## config.mk

```make
export PLATFORM = sky130hd
export DESIGN_NAME = ultrasonic_echo_ranger
export DESIGN_NICKNAME = d
export VERILOG_FILES = /design/src/hdl/urng_pkg.sv /design/src/hdl/ultrasonic_echo_ranger.sv
export SDC_FILE = /design/constraint.sdc
export NUM_CORES = 1
export LEC_CHECK = 0
export CORE_AREA = 3 3 147 149
export CTS_CLUSTER_SIZE = 28
export DETAILED_ROUTE_END_ITERATION = 8
export DIE_AREA = 0 0 150 152
export DONT_BUFFER_PORTS = 1
export PLACE_DENSITY = 0.65
export SETUP_SLACK_MARGIN = 0.5
export SYNTH_ARGS = -nofsm -noshare
export SYNTH_HDL_FRONTEND = slang
export SYNTH_SLANG_ARGS = --single-unit
```

## constraint.sdc

```tcl
create_clock -name clock -period 5.6 [get_ports clock]
set_input_delay 0.56 -clock clock [delete_from_list [all_inputs] [get_ports clock]]
set_output_delay 0.56 -clock clock [all_outputs]
set_load 0.05 [all_outputs]
```

## src/hdl/urng_pkg.sv

```systemverilog
// urng_pkg: shared types and constants for the ultrasonic echo ranger.
// Holds the phase encoding, status codes, CSR indexes, field widths and
// register reset values. No dependencies.
`timescale 1ns / 1ps
`default_nettype none

package urng_pkg;

   // Field widths fixed by the register map and result format
   localparam int TRIG_W     = 8;
   localparam int TIMEOUT_W  = 14;
   localparam int SCALE_W    = 6;
   localparam int OFFSET_W   = 14;
   localparam int THRESH_W   = 20;
   localparam int STATUS_W   = 2;
   localparam int DIST_W     = 21;
   localparam int CSR_IDX_W  = 3;
   localparam int CSR_DATA_W = 20;

   // Measurement phase, one-hot
   typedef enum logic [3:0] {
      PH_IDLE = 4'b0001,
      PH_TRIG = 4'b0010,
      PH_WAIT = 4'b0100,
      PH_MEAS = 4'b1000
   } phase_type;

   // Result status codes
   localparam logic [STATUS_W-1:0] STATUS_OK       = 2'd0;
   localparam logic [STATUS_W-1:0] STATUS_NO_ECHO  = 2'd1;
   localparam logic [STATUS_W-1:0] STATUS_TOO_LONG = 2'd2;

   // CSR indexes
   localparam logic [CSR_IDX_W-1:0] CSR_TRIGGER_TICKS   = 3'd0;
   localparam logic [CSR_IDX_W-1:0] CSR_TIMEOUT_TICKS   = 3'd1;
   localparam logic [CSR_IDX_W-1:0] CSR_SCALE_PER_TICK  = 3'd2;
   localparam logic [CSR_IDX_W-1:0] CSR_DISTANCE_OFFSET = 3'd3;
   localparam logic [CSR_IDX_W-1:0] CSR_CLEAR_THRESHOLD = 3'd4;

   // CSR reset values
   localparam logic [TRIG_W-1:0]    TRIGGER_TICKS_RST   = 8'd15;
   localparam logic [TIMEOUT_W-1:0] TIMEOUT_TICKS_RST   = 14'd10000;
   localparam logic [SCALE_W-1:0]   SCALE_PER_TICK_RST  = 6'd33;
   localparam logic [OFFSET_W-1:0]  DISTANCE_OFFSET_RST = 14'd3000;
   localparam logic [THRESH_W-1:0]  CLEAR_THRESHOLD_RST = 20'd25000;

endpackage

`default_nettype wire

```

## src/hdl/ultrasonic_echo_ranger.sv

```systemverilog
// ultrasonic_echo_ranger: time-of-flight ranging sequencer, one word per tick.
// Depends on urng_pkg for types, codes and register reset values.
`timescale 1ns / 1ps
`default_nettype none

// Each request word is one microsecond tick (start request and sampled echo
// level) and produces exactly one response word: trigger level, busy, done,
// status, distance in thousandths of a cm and a clear-ahead flag. One word is
// accepted every clock cycle while req_stall is low, into the input register;
// the result register then shows its response. The per-tick state update,
// the tick count times scale product and the threshold compare all sit
// between those two registers. The input register can take a new word while
// a response is held under rsp_stall, so req_stall only rises when both
// registers are full. CSRs should be written while no measurement is running.
module ultrasonic_echo_ranger #(
   parameter int COUNT_BITS = 15
) (
   input  wire                                   clock,
   input  wire                                   reset,
   // request channel
   input  wire                                   req_valid,
   output logic                                  req_stall,
   input  wire                                   req_start_req,
   input  wire                                   req_echo,
   // response channel
   output logic                                  rsp_valid,
   input  wire                                   rsp_stall,
   output logic                                  rsp_trigger,
   output logic                                  rsp_busy_res,
   output logic                                  rsp_done_res,
   output logic [urng_pkg::STATUS_W-1:0]         rsp_status,
   output logic signed [urng_pkg::DIST_W-1:0]    rsp_distance,
   output logic                                  rsp_clear_ahead,
   // CSR write port
   input  wire                                   csr_we,
   input  wire  [urng_pkg::CSR_IDX_W-1:0]        csr_index,
   input  wire  [urng_pkg::CSR_DATA_W-1:0]       csr_wdata
);

   // Compare width covers both the counter and the timeout register
   localparam int CW = (COUNT_BITS > urng_pkg::TIMEOUT_W) ? COUNT_BITS : urng_pkg::TIMEOUT_W;
   // Product and signed difference widths
   localparam int PW = COUNT_BITS + urng_pkg::SCALE_W;
   localparam int DW = ((PW > urng_pkg::THRESH_W) ? PW : urng_pkg::THRESH_W) + 2;
   localparam logic [COUNT_BITS-1:0] COUNT_MAX = '1;
   localparam logic [COUNT_BITS-1:0] COUNT_ONE = COUNT_BITS'(1);

   // CSRs
   logic [urng_pkg::TRIG_W-1:0]    trigger_ticks_ff;
   logic [urng_pkg::TIMEOUT_W-1:0] timeout_ticks_ff;
   logic [urng_pkg::SCALE_W-1:0]   scale_per_tick_ff;
   logic [urng_pkg::OFFSET_W-1:0]  distance_offset_ff;
   logic [urng_pkg::THRESH_W-1:0]  clear_threshold_ff;

   // Input register
   logic s1_valid_ff, s1_valid_in;
   logic s1_start_ff, s1_echo_ff;

   // Sequencer state
   urng_pkg::phase_type   phase_ff, phase_in;
   logic [COUNT_BITS-1:0] count_ff, count_in;

   // Result register
   logic                                rsp_valid_ff, rsp_valid_in;
   logic                                trig_ff, trig_in;
   logic                                busy_ff, busy_in;
   logic                                done_ff, done_in;
   logic [urng_pkg::STATUS_W-1:0]       status_ff, status_in;
   logic signed [urng_pkg::DIST_W-1:0]  dist_ff, dist_in;
   logic                                clear_ff, clear_in;

   // Handshake
   logic req_accept, out_ready, s1_adv;

   // Datapath helpers
   logic [urng_pkg::TRIG_W-1:0] trig_len;
   logic [COUNT_BITS-1:0]       count_up;
   logic                        up_timed_out;
   logic                        len_reached;
   logic [PW-1:0]               prod;
   logic signed [DW-1:0]        dist_full;
   logic                        over_thresh;

   assign out_ready  = !rsp_valid_ff || !rsp_stall;
   assign s1_adv     = s1_valid_ff && out_ready;
   assign req_stall  = s1_valid_ff && !out_ready;
   assign req_accept = req_valid && !req_stall;

   assign s1_valid_in  = req_accept ? 1'b1 : (s1_adv ? 1'b0 : s1_valid_ff);
   assign rsp_valid_in = s1_adv ? 1'b1 : (out_ready ? 1'b0 : rsp_valid_ff);

   // CSR writes
   always_ff @(posedge clock) begin
      if (reset) begin
         trigger_ticks_ff   <= urng_pkg::TRIGGER_TICKS_RST;
         timeout_ticks_ff   <= urng_pkg::TIMEOUT_TICKS_RST;
         scale_per_tick_ff  <= urng_pkg::SCALE_PER_TICK_RST;
         distance_offset_ff <= urng_pkg::DISTANCE_OFFSET_RST;
         clear_threshold_ff <= urng_pkg::CLEAR_THRESHOLD_RST;
      end else if (csr_we) begin
         unique case (csr_index)
            urng_pkg::CSR_TRIGGER_TICKS:
               trigger_ticks_ff <= csr_wdata[urng_pkg::TRIG_W-1:0];
            urng_pkg::CSR_TIMEOUT_TICKS:
               timeout_ticks_ff <= csr_wdata[urng_pkg::TIMEOUT_W-1:0];
            urng_pkg::CSR_SCALE_PER_TICK:
               scale_per_tick_ff <= csr_wdata[urng_pkg::SCALE_W-1:0];
            urng_pkg::CSR_DISTANCE_OFFSET:
               distance_offset_ff <= csr_wdata[urng_pkg::OFFSET_W-1:0];
            urng_pkg::CSR_CLEAR_THRESHOLD:
               clear_threshold_ff <= csr_wdata[urng_pkg::THRESH_W-1:0];
            default: ;
         endcase
      end
   end

   // Trigger length, zero acts as one
   assign trig_len = (trigger_ticks_ff == '0) ? urng_pkg::TRIG_W'(1) : trigger_ticks_ff;

   // Saturating count and timeout test on the incremented count
   assign count_up     = (count_ff == COUNT_MAX) ? COUNT_MAX : count_ff + COUNT_ONE;
   assign up_timed_out = (CW'(count_up) > CW'(timeout_ticks_ff)) || (count_up == COUNT_MAX);
   assign len_reached  = CW'(count_up) >= CW'(trig_len);

   // Distance = count * scale - offset, full precision for the threshold compare
   assign prod        = PW'(count_ff) * PW'(scale_per_tick_ff);
   assign dist_full   = signed'(DW'(prod)) - signed'(DW'(distance_offset_ff));
   assign over_thresh = dist_full > signed'(DW'(clear_threshold_ff));

   // Per-tick sequencer step
   always_comb begin
      phase_in  = phase_ff;
      count_in  = count_ff;
      trig_in   = 1'b0;
      busy_in   = 1'b0;
      done_in   = 1'b0;
      status_in = urng_pkg::STATUS_OK;
      dist_in   = '0;
      clear_in  = 1'b0;
      unique case (phase_ff)
         urng_pkg::PH_IDLE: begin
            if (s1_start_ff) begin
               trig_in = 1'b1;
               busy_in = 1'b1;
               if (trig_len <= urng_pkg::TRIG_W'(1)) begin
                  phase_in = urng_pkg::PH_WAIT;
                  count_in = '0;
               end else begin
                  phase_in = urng_pkg::PH_TRIG;
                  count_in = COUNT_ONE;
               end
            end
         end
         urng_pkg::PH_TRIG: begin
            trig_in  = 1'b1;
            busy_in  = 1'b1;
            count_in = count_up;
            if (len_reached) begin
               phase_in = urng_pkg::PH_WAIT;
               count_in = '0;
            end
         end
         urng_pkg::PH_WAIT: begin
            busy_in = 1'b1;
            if (s1_echo_ff) begin
               // first high tick counts as one; zero timeout ends it at once
               if (timeout_ticks_ff == '0) begin
                  done_in   = 1'b1;
                  status_in = urng_pkg::STATUS_TOO_LONG;
                  phase_in  = urng_pkg::PH_IDLE;
                  count_in  = '0;
               end else begin
                  phase_in = urng_pkg::PH_MEAS;
                  count_in = COUNT_ONE;
               end
            end else if (up_timed_out) begin
               done_in   = 1'b1;
               status_in = urng_pkg::STATUS_NO_ECHO;
               phase_in  = urng_pkg::PH_IDLE;
               count_in  = '0;
            end else begin
               count_in = count_up;
            end
         end
         urng_pkg::PH_MEAS: begin
            busy_in = 1'b1;
            if (s1_echo_ff) begin
               if (up_timed_out) begin
                  done_in   = 1'b1;
                  status_in = urng_pkg::STATUS_TOO_LONG;
                  phase_in  = urng_pkg::PH_IDLE;
                  count_in  = '0;
               end else begin
                  count_in = count_up;
               end
            end else begin
               // echo fell: report
               done_in  = 1'b1;
               dist_in  = dist_full[urng_pkg::DIST_W-1:0];
               clear_in = over_thresh;
               phase_in = urng_pkg::PH_IDLE;
               count_in = '0;
            end
         end
         default: begin
            phase_in = urng_pkg::PH_IDLE;
            count_in = '0;
         end
      endcase
   end

   // Control registers
   always_ff @(posedge clock) begin
      if (reset) begin
         s1_valid_ff  <= 1'b0;
         rsp_valid_ff <= 1'b0;
         phase_ff     <= urng_pkg::PH_IDLE;
         count_ff     <= '0;
      end else begin
         s1_valid_ff  <= s1_valid_in;
         rsp_valid_ff <= rsp_valid_in;
         if (s1_adv) begin
            phase_ff <= phase_in;
            count_ff <= count_in;
         end
      end
   end

   // Input word register
   always_ff @(posedge clock) begin
      if (req_accept) begin
         s1_start_ff <= req_start_req;
         s1_echo_ff  <= req_echo;
      end
   end

   // Result word register
   always_ff @(posedge clock) begin
      if (s1_adv) begin
         trig_ff   <= trig_in;
         busy_ff   <= busy_in;
         done_ff   <= done_in;
         status_ff <= status_in;
         dist_ff   <= dist_in;
         clear_ff  <= clear_in;
      end
   end

   assign rsp_valid       = rsp_valid_ff;
   assign rsp_trigger     = trig_ff;
   assign rsp_busy_res    = busy_ff;
   assign rsp_done_res    = done_ff;
   assign rsp_status      = status_ff;
   assign rsp_distance    = dist_ff;
   assign rsp_clear_ahead = clear_ff;

endmodule

`default_nettype wire

```

-- Word-level counts from Yosys, hierarchy flattened
Index checks and enable logic that the tools add are counted.
- add/subtract/negate cells: 2
- multiply operators: 1
- magnitude comparators: 4
- equal/unequal tests: 12
- multiplexer cells: 36
- bitwise operators: 1
- reduce and logical (&&, ||, !) cells: 23
- operators by type and width (kind ; number):
    $mux W15 ; 6
    $pmux W15 S4 ; 1
    $eq A15 B15 Y1 const B ; 2
    $mux W4 ; 6
    $gt A22 B21 Y1 ; 1
    $sub A21 B14 Y22 ; 1
    $mul A15 B6 Y21 ; 1
    $pmux W4 S4 ; 1
    $add A15 B1 Y15 const B ; 1
    $ge A15 B8 Y1 ; 1
    $gt A15 B14 Y1 ; 1
    $logic_not A14 Y1 ; 1
    $mux W1 ; 12
    $reduce_and A2 Y1 ; 6
    $le A8 B1 Y1 const B ; 1
    $logic_not A8 Y1 ; 1
    $mux W2 ; 4
    $mux W8 ; 1
    $eq A3 B2 Y1 const B ; 2
    $pmux W1 S2 ; 3
    $eq A4 B1 Y1 const B ; 1
    $eq A4 B2 Y1 const B ; 1
    $eq A4 B3 Y1 const B ; 1
    $eq A4 B4 Y1 const B ; 1
    14 further kinds ; 22
- register bits: 112
- input bits: 30
- word-level logic and storage cells: 96

-- Longest topological paths before layout
Gate-level depths: netlist of the first run.
- depth after elaboration: 7
- gate-level depth with buffers: 27
- depth with buffers taken out: 26

-- Least setup slack after synthesis of the first run
Ideal clock, no wire load.
- path type: flip-flop to flip-flop
- from: reg scale_per_tick_ff[5] (netlist bit)
- to: reg clear_ff, in the netlist rsp_clear_ahead (data pin)
- arrival: 5.673 ns
- required time: 5.336 ns
- setup slack: -0.337 ns
- stages on the path, launching flop included: 26
- cell sequence: dfxtp_1 clkbuf_1 nand2_1 fa_1 fa_1 inv_1 fa_1 inv_1 fa_1 inv_1 ha_1 a2111oi_0 a21oi_1 a31oi_1 o21ai_1 a2111oi_0 a41oi_1 o2111ai_1 ha_1 and3_1 nand4_1 o21ai_0 o31ai_1 a21oi_1 nor3_1 nor4_1
- cells in the longest elaborated chain, start to end: 3
- RTL lines (element ; line ; RTL):
    from (decl) ; ultrasonic_echo_ranger.sv:51 ; logic [urng_pkg::SCALE_W-1:0] scale_per_tick_ff;
    from (signal assigned) ; ultrasonic_echo_ranger.sv:97 ; scale_per_tick_ff <= urng_pkg::SCALE_PER_TICK_RST;
    from (signal assigned) ; ultrasonic_echo_ranger.sv:107 ; scale_per_tick_ff <= csr_wdata[urng_pkg::SCALE_W-1:0];
    $mul A15 B6 Y21 ; ultrasonic_echo_ranger.sv:126 ; assign prod = PW'(count_ff) * PW'(scale_per_tick_ff);
    $sub A21 B14 Y22 ; ultrasonic_echo_ranger.sv:127 ; assign dist_full = signed'(DW'(prod)) - signed'(DW'(distance_offset_ff));
    via dist_full[12] ; ultrasonic_echo_ranger.sv:81 ; logic signed [DW-1:0] dist_full;
    $gt A22 B21 Y1 ; ultrasonic_echo_ranger.sv:128 ; assign over_thresh = dist_full > signed'(DW'(clear_threshold_ff));
    to (signal assigned) ; ultrasonic_echo_ranger.sv:245 ; clear_ff <= clear_in;
    to (decl) ; ultrasonic_echo_ranger.sv:70 ; logic clear_ff, clear_in;
The timed path passes the listed nets, and every way through them passes these cells.
A chain may end at the register's enable or synchronous reset.

-- Final worst setup path of the first run
- from: reg scale_per_tick_ff[1] (netlist bit)
- to: reg clear_ff, in the netlist rsp_clear_ahead (data pin)
The elaborated chain is that of the path after synthesis.

==> impl_metrics.env, run 1 <==
export IMPL_outcome="finished, violations left"
export IMPL_violations="negative setup slack"
export IMPL_synth_top_cell_by_area="dfxtp_1"
export IMPL_r2r_start="scale_per_tick_ff[1]$_SDFFE_PP0P_"
export IMPL_drc=0
export IMPL_yosys_area_top_type_share_pct=18.2
export IMPL_layout_commonest_cell="nand2_1"
export IMPL_wl_per_cell_um=16.0
export IMPL_worst_pin_slew_ns=1.08
export IMPL_dp_cells=1365
export IMPL_clockRootBuffer="clkbuf_16"
export IMPL_rsz0062_at_grt="true"
export IMPL_cpPeakStageDelay_ns=0.55
export IMPL_hold_depth=1
export IMPL_min_period_ns=5.73
export IMPL_final_cells=1386
export IMPL_crit_type="flip-flop to flip-flop"
export IMPL_grt_pass1_vias=7367
export IMPL_critPathMaxFanout=11
export IMPL_layout_drive_gt1_share_pct=14.1
export IMPL_initial_core_util_pct=45.0
export IMPL_insertedDiodeCount=0
export IMPL_synth_seq_area_share_pct=27.7
export IMPL_grt_first_pass_wirelength_um=36700
export IMPL_io_buffers=0
export IMPL_tritoncts="built"
export IMPL_relSlewSlack_pct=27.6
export IMPL_final_period_utilization_pct=102
export IMPL_fin_nets=1293
export IMPL_clockBufferDepth=2
export IMPL_finClkSkew_ns=0.00580
export IMPL_clk_pin_slew_ns=0.08
export IMPL_netlist_area_um2=9130
export IMPL_layout_common_cells="nand2_1, inv_1, buf_4"
export IMPL_die_y_um=152
export IMPL_synth_cells=1067
export IMPL_regArea_um2=2560
export IMPL_hp_start="reset"
export IMPL_min_to="timeout_ticks_ff[11]$_SDFFE_PP0P_"
export IMPL_cts_buffers=9
export IMPL_ios=59
export IMPL_hold_buffers=0
export IMPL_drt_iter0_markers=451
export IMPL_fin_ws_ns=-0.126
export IMPL_critical_path_required_ns=5.69
export IMPL_gp_congestion=0.858
export IMPL_cp_slowest_cell="fa_1"
export IMPL_finalSetupViolCount=1
export IMPL_async_reset_ff_share_pct=0
export IMPL_antenna_found_initial=0
export IMPL_die_area_um2=22800
export IMPL_critPathLaunch="scale_per_tick_ff[1]$_SDFFE_PP0P_"
export IMPL_postRouteAntennaNets=0
export IMPL_cp_end_kind="flip-flop"
export IMPL_synthDistinctLibCells=59
export IMPL_crit_path_start_kind="flip-flop"
export IMPL_finalHoldViolCount=0
export IMPL_rows=52
export IMPL_n_fill_cell=1952
export IMPL_max_clock_freq_mhz=175
export IMPL_ir_worst_vdd_v=0.000169
export IMPL_vias=7251
export IMPL_post_dp_hpwl_um=17700
export IMPL_cts_max_level=3
export IMPL_reg2reg_to="rsp_clear_ahead$_SDFFCE_PP0P_"
export IMPL_synth_nets=1249
export IMPL_clock_sinks=112
export IMPL_routed_wl_um=22100
export IMPL_cp_arrival_ns=5.82
export IMPL_p_leak_uw=0.00474
export IMPL_grt_usage_pct=20.0
export IMPL_hold_path_class="primary input to flip-flop"
export IMPL_hold_ws_ns=0.254
export IMPL_core_um2=20300
export IMPL_synth_seq_cells=112
export IMPL_power_density_nw_per_um2=165
export IMPL_via_per_inst=5.23
export IMPL_crit_chain="and2_4 > fa_1 > fa_1 > fa_1 > inv_1 > fa_1 > inv_2 > ha_4 > a2111oi_4 > o21ai_1 > a31oi_1 > o21ai_2 > a2111oi_2 > a41oi_1 > o2111ai_2 > ha_1 > and3_1 > nand4_1 > o21ai_0 > o31ai_1 > a21oi_1 > nor3_1 > nor4_1"
export IMPL_grt_overflow_total=0
export IMPL_synth_edf_count=29
export IMPL_grt_max_degree=74
export IMPL_ys_flop_type="dfxtp_1"
export IMPL_insertion_delay_ns=0.36
export IMPL_rr_worst_depth=23
export IMPL_maxSlewViolCount=0
export IMPL_maxCapViolations=0
export IMPL_area_growth_syn_to_layout_pct=14.8
export IMPL_drt_pass1_iterations=5
export IMPL_reg2reg_slack_ns=-0.13
export IMPL_multi_input_area_um2=6110
export IMPL_syn_avg_cell_area_um2=8.55
export IMPL_yosys_top_cells_area="dfxtp_1, fa_1, ha_1, edfxtp_1, nand2_1"
export IMPL_synth_warnings=0
export IMPL_dieWidth_um=150
export IMPL_crit_path_frequent_cell="fa_1"
## cell families (layout without fill, tap and decap cells)
logic type	after synthesis	after routing	synth area share (%)
AO/OA/AOI/OAI	177	177	12.8
XOR/XNOR	24	24	2.30
adder cells (fa/ha/maj)	152	152	26.1
buffers and inverters	189	238	7.97
flip-flops	112	112	27.7
multiplexers	9	9	0.987
AND/OR/NAND/NOR	404	404	22.1
## layout make-up
cell class | count | area share, %
tap | 270 | 3.23
timing repair buffer | 81 | 5.88
clock buffer | 9 | 2.15
multi-input combinational | 766 | 58.4
clock inverter | 7 | 0.848
inverter | 141 | 5.05
sequential | 112 | 24.5
## flip-flops by register name (all words and copies together) (netlist names)
register,flops
s1_valid_ff,1
rsp_clear_ahead,1
rsp_done_res,1
s1_start_ff,1
rsp_trigger,1
rsp_status,2
scale_per_tick_ff,6
clear_threshold_ff,20
timeout_ticks_ff,14
rsp_distance,21
s1_echo_ff,1
distance_offset_ff,14
trigger_ticks_ff,8
phase_ff,4
count_ff,15
rsp_busy_res,1
rsp_valid,1
## worst max-delay path by stage
stage	to	slack [ns]	cells after the start
after global placement	rsp_clear_ahead$_SDFFCE_PP0P_	-0.16	25
after global routing	rsp_clear_ahead$_SDFFCE_PP0P_	-0.44	23
after CTS	rsp_clear_ahead$_SDFFCE_PP0P_	-0.09	24
after detailed placement	rsp_clear_ahead$_SDFFCE_PP0P_	-0.33	25
after floorplan	rsp_clear_ahead$_SDFFCE_PP0P_	0.15	24
final	rsp_clear_ahead$_SDFFCE_PP0P_	-0.13	23
## report_power, final
| group | switching (uW) | internal (uW) | total (uW) |
|---|---|---|---|
| sequential | 44.6 | 850 | 895 |
| clock | 328 | 357 | 685 |
| combinational | 87.9 | 63.8 | 152 |
## stage by stage
step	power, uW	instance area, um^2	worst slack (ns)	setup TNS [ns]	utilization [%]
2_1_floorplan	1020	9430	0.147	0	-
4_1_cts	1750	10500	-0.0856	-0.0856	51.5
3_5_place_dp	1060	10000	-0.333	-0.333	49.4
6_report	1730	10500	-0.126	-0.126	51.6
5_1_grt	1800	10500	-0.437	-0.437	51.6
3_3_place_gp	1060	10000	-0.157	-0.157	49.4
## worst max-delay path, delay by kind of cell, from the launching register on
kind | cells | cell delay, ns
AO/OA/AOI/OAI | 10 | 1.72
adder cells (fa/ha/maj) | 6 | 2.51
flip-flops | 1 | 0.39
AND/OR/NAND/NOR | 5 | 0.73
buffers and inverters | 2 | 0.10
## Yosys cell counts, drive strengths merged (7+ instances only)
cell	count
nand2	163
inv	141
ha	88
dfxtp	83
and2	81
a21oi	68
fa	64
nor2	54
clkbuf	42
edfxtp	29
o21ai	28
nand3b	18
nand3	16
xnor2	16
a22o	13
a211o	12
nand4	12
nor2b	11
nor4	11
and3	9
mux2i	9
nand2b	9
xor2	8
a21o	7
nor3	7
## layer usage
metal  vias to the layer above  part of all wire, %  global-route usage (%)
li1                       3621                    -                       -
met1                      3445                   47                    27.4
met2                       156                   46                    32.0
met3                        29                  5.3                    4.20
met4                         0                  2.1                    5.49
met5                         -                    0                       0
## repair_timing
| item | CTS | global route |
|---|---|---|
| endpoints found under the setup margin | 1 | 2 |
| gates resized for setup | 26 | 5 |
| setup buffers | 5 | 0 |
| pin swaps | 20 | 1 |
| cloned | 0 | 0 |
Note: power is estimated with default switching activity, not from simulation.
==> run 2: changes to the inputs <==
Settings changed: PLACE_DENSITY 0.65 to 0.63.
Clock period 5.6 ns to 6.8 ns, I/O delays scaled along.
==> run 2 against run 1 <==
Worst hold slack improved by 0.11 ns; power shrank 20%; cell area fell by 6.1%; non-clock buffer count is 72 lower; sequential power shrank 18%; first-iteration DRC count fell by 33%; register-to-register slack better by 0.93 ns; the flow now finishes without violations; core utilization fell by 3.1 points; largest cell class unchanged; global-route usage decreased by 0.32 points; die area unchanged; fmax fell by 4.5%; cell count fell by 5.2%.
==> impl_metrics.env, run 2 (synthesized netlist as in run 1, its figures left out) <==
export IMPL_area_growth_syn_to_layout_pct=7.77
export IMPL_die_y_um=152
export IMPL_n_fill_cell=1994
export IMPL_maxSlewViolCount=0
export IMPL_cp_arrival_ns=6.16
export IMPL_drt_iter0_markers=304
export IMPL_post_dp_hpwl_um=17000
export IMPL_finClkSkew_ns=0.0132
export IMPL_postRouteAntennaNets=0
export IMPL_fin_nets=1221
export IMPL_vias=7012
export IMPL_ios=59
export IMPL_clockBufferDepth=2
export IMPL_drt_pass1_iterations=5
export IMPL_maxCapViolations=0
export IMPL_crit_path_start_kind="flip-flop"
export IMPL_grt_overflow_total=0
export IMPL_clockRootBuffer="clkbuf_16"
export IMPL_top_layer="met4"
export IMPL_antenna_found_initial=0
export IMPL_rsz0062_at_grt="false"
export IMPL_critPathMaxFanout=16
export IMPL_ir_worst_vdd_v=0.000107
export IMPL_r2r_start="scale_per_tick_ff[3]$_SDFFE_PP0P_"
export IMPL_cts_max_level=3
export IMPL_reg2reg_to="rsp_clear_ahead$_SDFFCE_PP0P_"
export IMPL_via_per_inst=5.34
export IMPL_finalHoldViolCount=0
export IMPL_cp_end_kind="flip-flop"
export IMPL_insertion_delay_ns=0.37
export IMPL_routed_wl_um=21900
export IMPL_wl_met2_um=10200
export IMPL_io_buffers=0
export IMPL_min_period_ns=5.99
export IMPL_cp_slowest_cell="fa_1"
export IMPL_path_buf_inv=4
export IMPL_clk_pin_slew_ns=0.09
export IMPL_tritoncts="built"
export IMPL_hold_buffers=0
export IMPL_crit_family="adder cells"
export IMPL_hold_depth=1
export IMPL_initial_core_util_pct=45.0
export IMPL_hp_start="reset"
export IMPL_rr_worst_depth=25
export IMPL_grt_first_pass_wirelength_um=35800
export IMPL_power_density_nw_per_um2=141
export IMPL_finalSetupViolCount=0
export IMPL_critical_path_required_ns=6.97
export IMPL_hold_path_class="primary input to flip-flop"
export IMPL_drc=0
export IMPL_die_area_um2=22800
export IMPL_max_clock_freq_mhz=167
export IMPL_clock_sinks=112
export IMPL_core_um2=20300
export IMPL_grt_pass1_vias=6765
export IMPL_layout_drive_gt1_share_pct=6.99
export IMPL_grt_max_degree=74
export IMPL_cts_buffers=9
export IMPL_reg2reg_slack_ns=0.81
export IMPL_dieWidth_um=150
export IMPL_rows=52
export IMPL_wl_per_cell_um=16.7
export IMPL_relSlewSlack_pct=38.4
export IMPL_min_to="count_ff[11]$_SDFFE_PP0P_"
export IMPL_gp_congestion=0.868
export IMPL_cpPeakStageDelay_ns=0.53
export IMPL_final_cells=1314
export IMPL_final_period_utilization_pct=88.1
export IMPL_layout_common_cells="nand2_1, inv_1, ha_1"
export IMPL_outcome="completed"
export IMPL_route_met3_wl_um=996
export IMPL_crit_type="flip-flop to flip-flop"
export IMPL_p_leak_uw=0.00436
export IMPL_grt_usage_pct=19.6
export IMPL_layout_commonest_cell="nand2_1"
export IMPL_finalSetupTns_ns=0
export IMPL_worst_pin_slew_ns=0.923
export IMPL_largest_register_ffs=21
export IMPL_insertedDiodeCount=0
export IMPL_dp_cells=1295
export IMPL_wl_met1_um=10400
## run 2: cell types whose count changed in the layout (fill, tap and decap cells not counted), moves of 4 or more
| cell | delta |
|---|---|
| buf_4 | -71 |
| dfxtp_4 | +7 |
| and2_1 | +6 |
| and2_4 | -6 |
| ha_4 | -6 |
| dfxtp_1 | -4 |
| ha_1 | +4 |
## run 2: where the power goes
group	switching (uW)	leakage (uW)	internal, uW	total, uW
clock	277	0.000150	269	546
combinational	66.7	0.00325	43.0	110
sequential	37.7	0.000965	697	735
## run 2: repair_timing
item,in CTS,in global routing
pin swaps,0,9
setup buffers,0,3
resized for setup,10,49
endpoints found under the setup margin,1,1
## run 2: final cells by class
| type | count | area (um^2) | area share [%] |
|---|---|---|---|
| Multi-Input combinational cell | 766 | 6020 | 61.2 |
| Inverter | 141 | 529 | 5.38 |
| Clock inverter | 6 | 58.8 | 0.598 |
| Sequential cell | 112 | 2580 | 26.3 |
| Timing Repair Buffer | 9 | 71.3 | 0.725 |
| Clock buffer | 10 | 239 | 2.43 |
| Tap cell | 270 | 338 | 3.43 |
## run 2: worst max path at each step
stage	to	cells past startpoint	from
detailed placement	rsp_clear_ahead$_SDFFCE_PP0P_	23	scale_per_tick_ff[5]$_SDFFE_PP1P_
floorplan	rsp_clear_ahead$_SDFFCE_PP0P_	25	scale_per_tick_ff[5]$_SDFFE_PP1P_
finish	rsp_clear_ahead$_SDFFCE_PP0P_	25	scale_per_tick_ff[3]$_SDFFE_PP0P_
CTS	rsp_clear_ahead$_SDFFCE_PP0P_	23	scale_per_tick_ff[5]$_SDFFE_PP1P_
global route	rsp_clear_ahead$_SDFFCE_PP0P_	23	scale_per_tick_ff[3]$_SDFFE_PP0P_
global placement	rsp_clear_ahead$_SDFFCE_PP0P_	23	scale_per_tick_ff[5]$_SDFFE_PP1P_
## run 2: per-layer routing
metal	GRT usage, %	up-vias
met5	0	-
met4	4.88	0
met3	3.52	15
met2	30.9	141
met1	28.1	3366
li1	-	3490
## run 2: through the flow
| step | total power [uW] | cell area [um^2] | utilization (%) | worst slack [ns] | hold slack, ns |
|---|---|---|---|---|---|
| after floorplan | 835 | 9130 | - | 0.863 | 0.433 |
| after global placement | 858 | 9320 | 45.9 | 0.498 | 0.437 |
| after detailed placement | 859 | 9320 | 45.9 | 0.347 | 0.441 |
| after CTS | 1400 | 9630 | 47.5 | 0.510 | 0.359 |
| after global routing | 1440 | 9840 | 48.5 | 0.479 | 0.346 |
| final | 1390 | 9840 | 48.5 | 0.806 | 0.361 |
==> run 3: changes to the inputs <==
Settings changed: CORE_AREA 3 3 147 149 to 3 3 164 166, DIE_AREA 0 0 150 152 to 0 0 167 169, PLACE_DENSITY 0.63 to 0.53.
==> run 3 against run 2 <==
Sequential cell count unchanged; sequential share of layout area down 0.39 points; clock power up 6.8%; setup slack better by 0.016 ns; core utilization down 9.8 points; first-iteration DRC count up 32%; largest cell class unchanged; via count up 0.81%; cell count up 5.6%; highest routed layer unchanged; worst hold slack about the same.
==> impl_metrics.env, run 3 (synthesized netlist as in run 1, its figures left out) <==
export IMPL_outcome="completed"
export IMPL_grt_first_pass_wirelength_um=37400
export IMPL_antenna_found_initial=0
export IMPL_ios=59
export IMPL_fin_nets=1229
export IMPL_wl_met1_um=11000
export IMPL_finClkSkew_ns=0.0173
export IMPL_cts_buffers=9
export IMPL_hold_path_class="primary input to flip-flop"
export IMPL_place_area_um2=9420
export IMPL_clock_sinks=112
export IMPL_insertion_delay_ns=0.37
export IMPL_grt_usage_pct=16.6
export IMPL_cp_arrival_ns=6.06
export IMPL_drt_pass1_iterations=5
export IMPL_dp_cells=1362
export IMPL_finalSetupViolCount=0
export IMPL_finalSetupTns_ns=0
export IMPL_clk_pin_slew_ns=0.09
export IMPL_reg2reg_slack_ns=0.82
export IMPL_tritoncts="built"
export IMPL_rsz0062_at_grt="false"
export IMPL_min_to="count_ff[11]$_SDFFE_PP0P_"
export IMPL_drt_iter0_markers=402
export IMPL_top_layer="met4"
export IMPL_die_y_um=169
export IMPL_grt_max_degree=74
export IMPL_hold_depth=1
export IMPL_hp_start="reset"
export IMPL_wl_per_cell_um=16.7
export IMPL_fin_area_um2=9950
export IMPL_insertedDiodeCount=0
export IMPL_crit_path_start_kind="flip-flop"
export IMPL_ir_worst_vdd_v=0.000120
export IMPL_rows=59
export IMPL_maxCapViolations=0
export IMPL_core_um2=25800
export IMPL_largest_register_ffs=21
export IMPL_cts_max_level=3
export IMPL_reg2reg_to="rsp_clear_ahead$_SDFFCE_PP0P_"
export IMPL_layout_drive_gt1_share_pct=7.51
export IMPL_layout_common_cells="nand2_1, inv_1, and2_1, ha_1, dfxtp_1"
export IMPL_multi_input_area_um2=5980
export IMPL_initial_core_util_pct=35.4
export IMPL_area_growth_syn_to_layout_pct=8.98
export IMPL_final_cells=1387
export IMPL_wl_met2_um=10700
export IMPL_max_clock_freq_mhz=167
export IMPL_via_per_inst=5.10
export IMPL_min_period_ns=5.98
export IMPL_routed_wl_um=23200
export IMPL_grt_pass1_vias=6864
export IMPL_crit_type="flip-flop to flip-flop"
export IMPL_io_buffers=0
export IMPL_postRouteAntennaNets=0
export IMPL_die_area_um2=28200
export IMPL_final_period_utilization_pct=87.9
export IMPL_vias=7069
export IMPL_critPathMaxFanout=7
export IMPL_clockRootBuffer="clkbuf_16"
export IMPL_r2r_start="scale_per_tick_ff[5]$_SDFFE_PP1P_"
export IMPL_critical_path_required_ns=6.89
export IMPL_p_leak_uw=0.00439
export IMPL_route_met3_wl_um=1160
export IMPL_finalHoldViolCount=0
export IMPL_relSlewSlack_pct=37.2
export IMPL_worst_pin_slew_ns=0.941
export IMPL_n_fill_cell=2604
export IMPL_regArea_um2=2570
export IMPL_post_dp_hpwl_um=18000
export IMPL_clockBufferDepth=2
export IMPL_grt_overflow_total=0
export IMPL_cp_end_kind="flip-flop"
export IMPL_gp_congestion=0.853
export IMPL_rr_worst_depth=26
export IMPL_drc=0
export IMPL_dieWidth_um=167
export IMPL_layout_commonest_cell="nand2_1"
export IMPL_maxSlewViolCount=0
export IMPL_power_density_nw_per_um2=144
[run 3: report_power, final]
group,internal [uW],switching [uW]
sequential,698,36.4
clock,292,291
combinational,43.2,68.6
total,1030,396
[run 3: area by class of cell]
type / instances / share of cell area, %
Inverter: 141 / 5.32
Tap cell: 335 / 4.21
Timing Repair Buffer: 17 / 1.32
Sequential cell: 112 / 25.9
Multi-Input combinational cell: 766 / 60.1
Clock inverter: 5 / 0.503
Clock buffer: 11 / 2.65
[run 3: worst max path at each step]
stage,startpoint,end,slack (ns)
6_report,scale_per_tick_ff[5]$_SDFFE_PP1P_,rsp_clear_ahead$_SDFFCE_PP0P_,0.82
4_1_cts,scale_per_tick_ff[3]$_SDFFE_PP0P_,rsp_clear_ahead$_SDFFCE_PP0P_,0.54
2_1_floorplan,scale_per_tick_ff[5]$_SDFFE_PP1P_,rsp_clear_ahead$_SDFFCE_PP0P_,0.86
5_1_grt,scale_per_tick_ff[3]$_SDFFE_PP0P_,rsp_clear_ahead$_SDFFCE_PP0P_,0.47
3_5_place_dp,scale_per_tick_ff[5]$_SDFFE_PP1P_,rsp_clear_ahead$_SDFFCE_PP0P_,0.31
3_3_place_gp,scale_per_tick_ff[5]$_SDFFE_PP1P_,rsp_clear_ahead$_SDFFCE_PP0P_,0.49
[run 3: repair_timing]
action / CTS / global route
pin swaps: 0 / 9
endpoints found under the hold margin: 0 / 0
resized for setup: 9 / 42
hold buffers: 0 / 0
endpoints found under the setup margin: 1 / 1
setup buffers: 0 / 9
[run 3: per-layer routing]
metal  GRT usage (%)  vias up
met2            27.0      154
li1                -     3500
met4            4.12        0
met1            23.1     3398
met3            2.92       17
met5               0        -
[run 3: critical path, cell delays in order (launching register included)]
cell,delay (ns)
dfxtp_4,0.37
buf_4,0.15
buf_4,0.15
and2_1,0.17
fa_1,0.53
fa_1,0.45
fa_1,0.56
inv_1,0.06
fa_1,0.53
inv_1,0.06
ha_4,0.26
nand3_1,0.10
o21ai_0,0.08
a21oi_1,0.11
o21ai_1,0.11
a221o_1,0.35
a21o_1,0.20
or3b_1,0.39
nand3_1,0.10
ha_1,0.14
nand4_1,0.09
nor2_2,0.14
inv_1,0.06
nor4_2,0.20
a21oi_1,0.08
nor3_1,0.19
nor4_1,0.07
[run 3: per-stage QoR]
stage / util (%) / power (uW) / setup WS, ns / hold slack, ns
after floorplan: - / 835 / 0.863 / 0.433
after global placement: 36.6 / 860 / 0.487 / 0.439
after detailed placement: 36.6 / 862 / 0.312 / 0.443
after CTS: 37.8 / 1450 / 0.541 / 0.351
after global routing: 38.6 / 1490 / 0.473 / 0.340
final: 38.6 / 1430 / 0.823 / 0.361
